File: config.mk
export PLATFORM = sky130hd
export DESIGN_NAME = tgrc_ctrl
export DESIGN_NICKNAME = d
export VERILOG_FILES = /design/src/hdl/tgrc_pkg.sv /design/src/hdl/tgrc_ctrl.sv
export SDC_FILE = /design/constraint.sdc
export NUM_CORES = 1
export LEC_CHECK = 0
export ABC_AREA = 1
export BUFFER_PORTS_ARGS = -buffer_cell sky130_fd_sc_hd__buf_4
export CORE_AREA = 2 2 39 41
export DETAILED_ROUTE_END_ITERATION = 12
export DIE_AREA = 0 0 41 43
export SYNTH_ARGS = -nofsm -noshare
export SYNTH_HDL_FRONTEND = slang
export SYNTH_SLANG_ARGS = --single-unit
File: constraint.sdc
create_clock -name clock -period 1.2 [get_ports clock]
set_input_delay 0.24 -clock clock [delete_from_list [all_inputs] [get_ports clock]]
set_output_delay 0.24 -clock clock [all_outputs]
set_load 0.1 [all_outputs]
File: src/hdl/tgrc_pkg.sv
`timescale 1ns / 1ps
`default_nettype none
package tgrc_pkg;

   localparam int MAX_COLS = 64;
   localparam int MAX_ROWS = 64;
   localparam int ROW_AW = $clog2(MAX_ROWS);
   localparam int COL_AW = $clog2(MAX_COLS);
   localparam int SCAN_LEN = (MAX_ROWS > MAX_COLS) ? MAX_ROWS : MAX_COLS;
   localparam int SCAN_AW = $clog2(SCAN_LEN);
   localparam int SIZE_W = 11;
   localparam int MAP_W = 7;
   localparam int CSR_IDX_W = 3;
   localparam int BASE_W = 18;

   typedef logic [1:0] command_type;
   localparam command_type CMD_SET   = 2'd0;
   localparam command_type CMD_READ  = 2'd1;
   localparam command_type CMD_QUERY = 2'd2;
   localparam command_type CMD_CLEAR = 2'd3;

   localparam logic [CSR_IDX_W-1:0] REG_TILE_WIDTH  = 3'd0;
   localparam logic [CSR_IDX_W-1:0] REG_TILE_HEIGHT = 3'd1;
   localparam logic [CSR_IDX_W-1:0] REG_MAP_COLS    = 3'd2;
   localparam logic [CSR_IDX_W-1:0] REG_MAP_ROWS    = 3'd3;

   typedef enum logic [2:0] {
      ST_IDLE,
      ST_DISPATCH,
      ST_UPDATE,
      ST_SCAN,
      ST_DRAIN,
      ST_RESP
   } state_type;

   typedef struct packed {
      logic capture;
      logic update;
      logic scan_step;
      logic clear_all;
   } ctrl_cmd_type;

   typedef struct packed {
      command_type command;
      logic        scan_last;
   } dp_status_type;

endpackage
`default_nettype wire

File: src/hdl/tgrc_ctrl.sv
`timescale 1ns / 1ps
`default_nettype none
module tgrc_ctrl (
   input  wire                   clock,
   input  wire                   reset,
   input  wire                   req_valid,
   output logic                  req_ready,
   output logic                  rsp_valid,
   input  wire                   rsp_ready,
   input  wire tgrc_pkg::dp_status_type status,
   output tgrc_pkg::ctrl_cmd_type  cmd
);
   import tgrc_pkg::*;

   state_type state_ff;
   state_type state_in;

   always_ff @(posedge clock) begin
      if (reset) begin
         state_ff <= ST_IDLE;
      end else begin
         state_ff <= state_in;
      end
   end

   always_comb begin
      state_in = state_ff;
      unique case (state_ff)
         ST_IDLE: begin
            if (req_valid) state_in = ST_DISPATCH;
         end
         ST_DISPATCH: begin
            unique case (status.command)
               CMD_SET, CMD_READ: state_in = ST_UPDATE;
               CMD_QUERY:         state_in = ST_SCAN;
               default:           state_in = ST_RESP;
            endcase
         end
         ST_UPDATE: state_in = ST_RESP;
         ST_SCAN: begin
            if (status.scan_last) state_in = ST_DRAIN;
         end
         ST_DRAIN: state_in = ST_RESP;
         ST_RESP: begin
            if (rsp_ready) state_in = ST_IDLE;
         end
         default: state_in = ST_IDLE;
      endcase
   end

   always_comb begin
      req_ready     = 1'b0;
      rsp_valid     = 1'b0;
      cmd           = '0;
      unique case (state_ff)
         ST_IDLE: begin
            req_ready   = 1'b1;
            cmd.capture = req_valid;
         end
         ST_DISPATCH: cmd.clear_all = (status.command == CMD_CLEAR);
         ST_UPDATE:   cmd.update = 1'b1;
         ST_SCAN:     cmd.scan_step = 1'b1;
         ST_DRAIN:    ;
         ST_RESP:     rsp_valid = 1'b1;
         default:     ;
      endcase
   end
endmodule
`default_nettype wire

==> reports/qor.tcl, run 1 <==
set qor(antenna_cells) 0
set qor(layout_setup_ws_ns) -0.144
set qor(max_cap_violations) 0
set qor(postSynth.topFlopCell) {sky130_fd_sc_hd__dfxtp_1}
set qor(drive_above_1_share) 0.658
set qor(yosys-top-cells-count) {sky130_fd_sc_hd__nand2_1 (16), sky130_fd_sc_hd__inv_1 (11), sky130_fd_sc_hd__nor2_1 (7)}
set qor(postSynthCellCount) 49
set qor(clock_latency_ns) 0.23
set qor(start_util) 0.184
set qor(power_per_unit_of_standard_cell_area_nw_per_um2) 1340
set qor(worst-endpoint-arrival_ns) 1.10
set qor(top_delay_family_on_crit_path) {flip-flops}
set qor(worstSetupPathDepth) 4
set qor(cpMaxStageDelayCell) {sky130_fd_sc_hd__dfxtp_4}
set qor(routed_wirelength_um) 750
set qor(grt_remaining_overflow) 0
set qor(detail_route.drc_violations) 0
set qor(yosys_warnings) 0
set qor(core.rowCount) 14
set qor(maxSlewViolCount) 0
set qor(layout.nets) 81
set qor(groute.layer.met2.usage) 0.153
set qor(ys_top_cells_by_area) {sky130_fd_sc_hd__dfxtp_1 (24%), sky130_fd_sc_hd__nand2_1 (24%), sky130_fd_sc_hd__inv_1 (16%), sky130_fd_sc_hd__nor2_1 (10%), sky130_fd_sc_hd__nor2_2 (4.9%)}
set qor(largest_register_by_flop_count) {state_ff}
set qor(reg2reg_setup_slack_ns) 0.01
set qor(ys_seq_elements) 3
set qor(post_synthesis_to_final_layout_area_growth_pct) 150
set qor(r2r_cells) 8
set qor(timing.critical_path.to) {cmd[3]}
set qor(yosys.cell_types.count) 13
set qor(clock_tree.root_cell) {sky130_fd_sc_hd__clkbuf_4}
set qor(transition_time_of_the_tightest_slew_check_pin_ns) 0.276
set qor(report.final.setup_viol) 6
set qor(first_iter_violations) 3
set qor(avgSynthCellArea_sq_um) 5.21
set qor(crit_start) {state_ff[0]}
set qor(synthMostInstantiatedCell) {sky130_fd_sc_hd__nand2_1}
set qor(synth-edff-count) 0
set qor(finalWorstPathRequiredPeriod_ns) 1.34
set qor(vias_per_cell) 4.06
set qor(dp_cells) 83
set qor(slew-limit-headroom) 0.814
set qor(unrepaired_setup_endpoints_after_global_routing) {yes}
set qor(hold_violations) 0
set qor(failed_checks) {setup timing}
set qor(p_leak_uw) 0.000302
set qor(numCtsBuffers) 3
set qor(top_level_ports) 13
set qor(clkSlewWorstSetupHoldPaths_ns) 0.04
set qor(grt_antenna_before_repair) 0
set qor(cts_hold_buf) 0
set qor(total_clock_sinks) 3
set qor(die-area_sq_um) 1760
set qor(timing.critical_path.slowest_cell_delay_ns) 0.36
set qor(largest_reg_flops) 3
set qor(drtAntennaViolNets) 0
set qor(die_x_um) 41
set qor(synthDominantAreaCellType) {sky130_fd_sc_hd__dfxtp_1}
set qor(cp_max_fo) 5
set qor(req_time_crit_path_ns) 0.96
set qor(grt_most_used_layer) {met2}
set qor(grt_pass1_vias) 319
set qor(routed_wire_length_per_instance_um) 8.43
set qor(dp_hpwl_um) 597
set qor(outcome) {complete, but fails checks}
set qor(use_met1) 0.115
set qor(max_clock_freq_ghz) 0.744
set qor(worstReg2RegEnd) {state_ff[2]}
set qor(rr_startpoint) {state_ff[0]}
set qor(timing.critical_path.cells) {nor2_4 > nand2_4 > nor2_4 > buf_12}
set qor(use_met3) 0.0471
set qor(min_period_over_period) 1.12
set qor(crit_path_end_kind) {output port}
set qor(design_power_total_uw) 856
set qor(detailroute.via_count) 361
set qor(post_synth_instance_area_sq_um) 255
set qor(cpMostUsedCell) {sky130_fd_sc_hd__nor2_4}
set qor(portbufs) 12
set qor(ys_seq_area_frac) 0.235
set qor(skew_ns) 0.00336
set qor(tritoncts) {built}
set qor(instances_no_fill) 89
set qor(layout_top_registers) {state_ff: 3 flops}
set qor(grt_start_max_net_pins) 7
set qor(path_buf_inv) 1
set qor(crit_path_start_kind) {flop}
set qor(grtUsageTotal) 0.100
set qor(max-clock-path-buffers) 2
set qor(wire_length_of_the_first_global_routing_pass_um) 1190
set qor(die_height_um) 43
set qor(async_reset_ff_frac) 0
set qor(drt_pre_antenna_iters) 2
set qor(cts.htree.levels) 1
set qor(fp.coreArea_sq_um) 1380
set qor(ir_drop_mv) 0.626
set qor(min-delay-path-class) {input pin to flop}
set qor(post-synth-top-area-fraction) 0.235
set qor(gpl_wtd_cong) 0.755
set qor(crit_type) {flop to output port}
set qor(synth.net_count) 56
==> report_power, final <==
part,total [uW],switching (uW),internal (uW)
clock,174,49.6,124
combinational,543,324,219
sequential,139,22.5,117
total,856,396,460
==> area by class of cell <==
class                      count  area [sq um]
timing repair buffer          20           241
inverter                      12          55.1
tap                           16          20.0
sequential                     3          68.8
clock buffer                   4          26.3
multi-input combinational     34           228
fill                         135           744
==> layout by cell type (no fill, tap or decap) <==
| master | netlist | final |
|---|---|---|
| sky130_fd_sc_hd__clkinvlp_4 | 0 | 2 |
| sky130_fd_sc_hd__nand2_4 | 0 | 2 |
| sky130_fd_sc_hd__inv_4 | 0 | 1 |
| sky130_fd_sc_hd__nand3_1 | 2 | 1 |
| sky130_fd_sc_hd__nand2_2 | 1 | 4 |
| sky130_fd_sc_hd__nand2_1 | 16 | 11 |
| sky130_fd_sc_hd__nand3_2 | 1 | 2 |
| sky130_fd_sc_hd__buf_12 | 0 | 7 |
| sky130_fd_sc_hd__nor2_1 | 7 | 2 |
| sky130_fd_sc_hd__a21oi_2 | 0 | 1 |
| sky130_fd_sc_hd__clkbuf_4 | 0 | 3 |
| sky130_fd_sc_hd__dfxtp_4 | 0 | 2 |
| sky130_fd_sc_hd__inv_1 | 11 | 8 |
| sky130_fd_sc_hd__a21oi_1 | 2 | 1 |
| sky130_fd_sc_hd__nor2_4 | 0 | 5 |
| sky130_fd_sc_hd__clkbuf_1 | 0 | 1 |
| sky130_fd_sc_hd__nor2_2 | 2 | 2 |
| sky130_fd_sc_hd__inv_2 | 1 | 1 |
| sky130_fd_sc_hd__nor3_2 | 0 | 1 |
| sky130_fd_sc_hd__o21ai_2 | 0 | 1 |
| sky130_fd_sc_hd__buf_4 | 0 | 12 |
| sky130_fd_sc_hd__dfxtp_2 | 0 | 1 |
| sky130_fd_sc_hd__buf_6 | 0 | 1 |
| sky130_fd_sc_hd__o21ai_0 | 1 | 1 |
==> worst reg2reg max path, cell delays in order, from the launching register on <==
cell and delay (ns):
sky130_fd_sc_hd__dfxtp_4 0.37, sky130_fd_sc_hd__inv_2 0.05, sky130_fd_sc_hd__nor2_2 0.08, sky130_fd_sc_hd__nand3_2 0.10, sky130_fd_sc_hd__buf_4 0.14, sky130_fd_sc_hd__buf_4 0.12
sky130_fd_sc_hd__nand3_1 0.08, sky130_fd_sc_hd__nand2_1 0.07, sky130_fd_sc_hd__a21oi_2 0.11
==> layer usage <==
metal  share of wire  up-vias
met1            0.42      157
li1                -      194
met5               0        -
met2            0.51       10
met4               0        0
met3           0.061        0
==> worst min path at each step <==
stage               startpoint           to  slack [ns]  cells after the start
global placement         reset  state_ff[2]        0.41                      2
detailed placement       reset  state_ff[1]        0.41                      2
finish                   reset  state_ff[2]        0.18                      2
floorplan                reset  state_ff[1]        0.30                      1
CTS                      reset  state_ff[1]        0.17                      2
global route             reset  state_ff[2]        0.18                      2
==> cell families after synthesis <==
group	count (synthesis)	synth area share
flip-flops	3	0.235
buffers and inverters	12	0.176
AND/OR/NAND/NOR	30	0.510
AO/OA/AOI/OAI	4	0.0784
==> what timing repair did <==
item	4_1_cts	5_1_grt
buffers inserted	1	1
endpoints found under the setup margin	6	8
gates resized for setup	21	12
pin swaps	2	8
==> per-stage QoR <==
| step | util | hold slack (ns) | setup slack, ns | area, sq um | setup TNS (ns) |
|---|---|---|---|---|---|
| after global routing | 0.462 | 0.185 | -0.199 | 639 | -1.03 |
| after detailed placement | 0.343 | 0.414 | -0.0235 | 474 | -0.0235 |
| after global placement | 0.343 | 0.413 | -0.0114 | 474 | -0.0114 |
| after CTS | 0.425 | 0.169 | -0.159 | 588 | -0.764 |
| final | 0.462 | 0.179 | -0.144 | 639 | -0.616 |
| after floorplan | - | 0.302 | -0.201 | 307 | -0.731 |
No activity file was read; power rests on OpenSTA's default activity.
==> run 2: changes to the inputs <==
--- a/config.mk
+++ b/config.mk
@@ -10,6 +10,7 @@
 export CORE_AREA = 2 2 39 41
 export DETAILED_ROUTE_END_ITERATION = 12
 export DIE_AREA = 0 0 41 43
+export SKIP_LAST_GASP = 1
 export SYNTH_ARGS = -nofsm -noshare
 export SYNTH_HDL_FRONTEND = slang
 export SYNTH_SLANG_ARGS = --single-unit
==> reports/qor.tcl, run 2 (synthesized netlist as in run 1, its figures left out) <==
set qor(outcome) {complete, but fails checks} ;# unchanged
set qor(failed_checks) {setup timing} ;# unchanged
set qor(max_cap_violations) 0 ;# unchanged
set qor(finalWorstPathRequiredPeriod_ns) 1.34 ;# about the same
set qor(hold_violations) 0 ;# unchanged
set qor(sequential_cell_fraction_of_total_power) 0.163 ;# about the same
set qor(largest_reg_flops) 3 ;# unchanged
set qor(wire_length_of_the_first_global_routing_pass_um) 1190 ;# unchanged
set qor(clock_power_share) 0.204 ;# was 0.203
set qor(dp_hpwl_um) 597 ;# unchanged
set qor(start_util) 0.184 ;# unchanged
set qor(clkSlewWorstSetupHoldPaths_ns) 0.04 ;# about the same
set qor(report.final.setup_viol) 6 ;# unchanged
set qor(gpl_wtd_cong) 0.755 ;# unchanged
set qor(die_height_um) 43 ;# unchanged
set qor(dr.max_layer_used) {met3} ;# unchanged
set qor(fp.coreArea_sq_um) 1380 ;# unchanged
set qor(routed_wirelength_um) 743 ;# was 750 um
set qor(fillerInstances) 135 ;# unchanged
set qor(maxSlewViolCount) 0 ;# unchanged
set qor(min_period_over_period) 1.12 ;# about the same
set qor(layout_common_cells) {sky130_fd_sc_hd__buf_4 (12), sky130_fd_sc_hd__nand2_1 (11), sky130_fd_sc_hd__inv_1 (8), sky130_fd_sc_hd__buf_12 (7), sky130_fd_sc_hd__nor2_4 (5)} ;# unchanged
set qor(drtAntennaViolNets) 0 ;# unchanged
set qor(finalInstanceArea_sq_um) 639 ;# unchanged
set qor(postLayoutCoreUtil) 0.462 ;# unchanged
set qor(detail_route.drc_violations) 0 ;# unchanged
set qor(tritoncts) {built} ;# unchanged
set qor(design_power_total_uw) 855 ;# was 856 uW
set qor(skew_ns) 0.00336 ;# unchanged
set qor(detailed_place.area_sq_um) 474 ;# unchanged
set qor(numCtsBuffers) 3 ;# unchanged
set qor(final_common_cell) {sky130_fd_sc_hd__buf_4} ;# unchanged
set qor(met1Wirelength_um) 314 ;# was 318 um
set qor(p_comb_frac) 0.633 ;# was 0.634
set qor(layout_setup_ws_ns) -0.143 ;# was -0.144 ns
set qor(crit_path_end_kind) {output port} ;# unchanged
set qor(max_clock_freq_ghz) 0.745 ;# was 0.744 GHz
set qor(grt_pass1_vias) 319 ;# unchanged
set qor(routed_wire_length_per_instance_um) 8.35 ;# was 8.43 um
set qor(post_synthesis_to_final_layout_area_growth_pct) 150 ;# unchanged
set qor(layout.nets) 81 ;# unchanged
set qor(cp_max_fo) 5 ;# unchanged
set qor(grt_remaining_overflow) 0 ;# unchanged
set qor(dr_wl_met2_um) 382 ;# was 384 um
set qor(vias_per_cell) 4.06 ;# unchanged
set qor(largest_register_by_flop_count) {state_ff} ;# unchanged
set qor(layout_top_registers) {state_ff: 3 flops} ;# unchanged
set qor(unrepaired_setup_endpoints_after_global_routing) {yes} ;# unchanged
set qor(met3_wirelength_um) 46 ;# unchanged
set qor(ir_drop_mv) 0.625 ;# was 0.626 mV
set qor(regArea_sq_um) 68.8 ;# unchanged
set qor(clock_tree.root_cell) {sky130_fd_sc_hd__clkbuf_4} ;# unchanged
set qor(switching_share) 0.463 ;# about the same
set qor(grt_antenna_before_repair) 0 ;# unchanged
set qor(power.switching_uw) 396 ;# about the same
set qor(p_leak_uw) 0.000303 ;# was 0.000302 uW
set qor(core.rowCount) 14 ;# unchanged
set qor(clock_latency_ns) 0.23 ;# about the same
set qor(max-clock-path-buffers) 2 ;# unchanged
set qor(grt_start_max_net_pins) 7 ;# unchanged
set qor(cts.htree.levels) 1 ;# unchanged
set qor(detailroute.via_count) 361 ;# unchanged
set qor(top_level_ports) 13 ;# unchanged
set qor(die_x_um) 41 ;# unchanged
set qor(crit_type) {flop to output port} ;# unchanged
set qor(drive_above_1_share) 0.658 ;# unchanged
set qor(first_iter_violations) 7 ;# was 3
set qor(worst-endpoint-arrival_ns) 1.10 ;# about the same
set qor(crit_path_start_kind) {flop} ;# unchanged
set qor(portbufs) 12 ;# unchanged
set qor(min-delay-path-class) {input pin to flop} ;# unchanged
set qor(transition_time_of_the_tightest_slew_check_pin_ns) 0.276 ;# about the same
set qor(internal_power_uw) 459 ;# was 460 uW
set qor(die-area_sq_um) 1760 ;# unchanged
set qor(power_per_unit_of_standard_cell_area_nw_per_um2) 1340 ;# about the same
set qor(antenna_cells) 0 ;# unchanged
set qor(slew-limit-headroom) 0.814 ;# about the same
set qor(total_clock_sinks) 3 ;# unchanged
set qor(drt_pre_antenna_iters) 2 ;# unchanged
set qor(multi_input_comb_area_sq_um) 228 ;# unchanged
set qor(req_time_crit_path_ns) 0.96 ;# about the same
set qor(grtUsageTotal) 0.100 ;# unchanged
[run 2: cell counts in the layout (fill, tap and decap cells not counted)]
Identical to the previous run, type by type.
[run 2: stage by stage]
step           hold slack (ns)  instances  TNS [ns]  worst slack, ns
2_1_floorplan            0.302         49    -0.731           -0.201
3_3_place_gp             0.413         83   -0.0114          -0.0114
3_5_place_dp             0.414         83   -0.0235          -0.0235
4_1_cts                  0.169         88    -0.764           -0.159
5_1_grt                  0.185         89     -1.04           -0.206
6_report                 0.179         89    -0.612           -0.143
[run 2: path summary, 6_finish.rpt]
path         depth (start not counted)   startpoint     endpoint  slack, ns
max                                  4  state_ff[0]       cmd[3]      -0.14
min                                  2        reset  state_ff[2]       0.18
min reg2reg                          4  state_ff[2]  state_ff[1]       0.66
max reg2reg                          8  state_ff[0]  state_ff[2]       0.01
[run 2: final cells by class]
cell class | count | share of cell area
clock buffers | 4 | 0.0411
inverters | 12 | 0.0861
multi-input cells | 34 | 0.356
flip-flops and latches | 3 | 0.108
well taps | 16 | 0.0313
repair buffers | 20 | 0.378
[run 2: power groups by stage]
| stage | clock network (uW) | registers (uW) | logic [uW] |
|---|---|---|---|
| finish | 174 | 139 | 541 |
| floorplan | 0 | 139 | 298 |
| CTS | 181 | 135 | 507 |
| global route | 189 | 142 | 574 |
| global placement | 0 | 132 | 427 |
| detailed placement | 0 | 133 | 429 |
[run 2: critical path, stage by stage (launching register included)]
cell and delay [ns]:
sky130_fd_sc_hd__dfxtp_4 0.36, sky130_fd_sc_hd__nor2_4 0.13, sky130_fd_sc_hd__nand2_4 0.08, sky130_fd_sc_hd__nor2_4 0.13
sky130_fd_sc_hd__buf_12 0.18
[run 2: per-layer routing]
metal	global-route usage	vias to the layer above
li1	-	194
met1	0.115	157
met2	0.153	10
met3	0.0471	0
met4	0.0400	0
met5	0	-
[run 2: timing repair]
action	4_1_cts	5_1_grt
gates resized for setup	21	12
setup endpoints to repair	6	8
hold buffers	0	0
pin swaps	2	7
hold endpoints to repair	0	0
buffers inserted	1	1
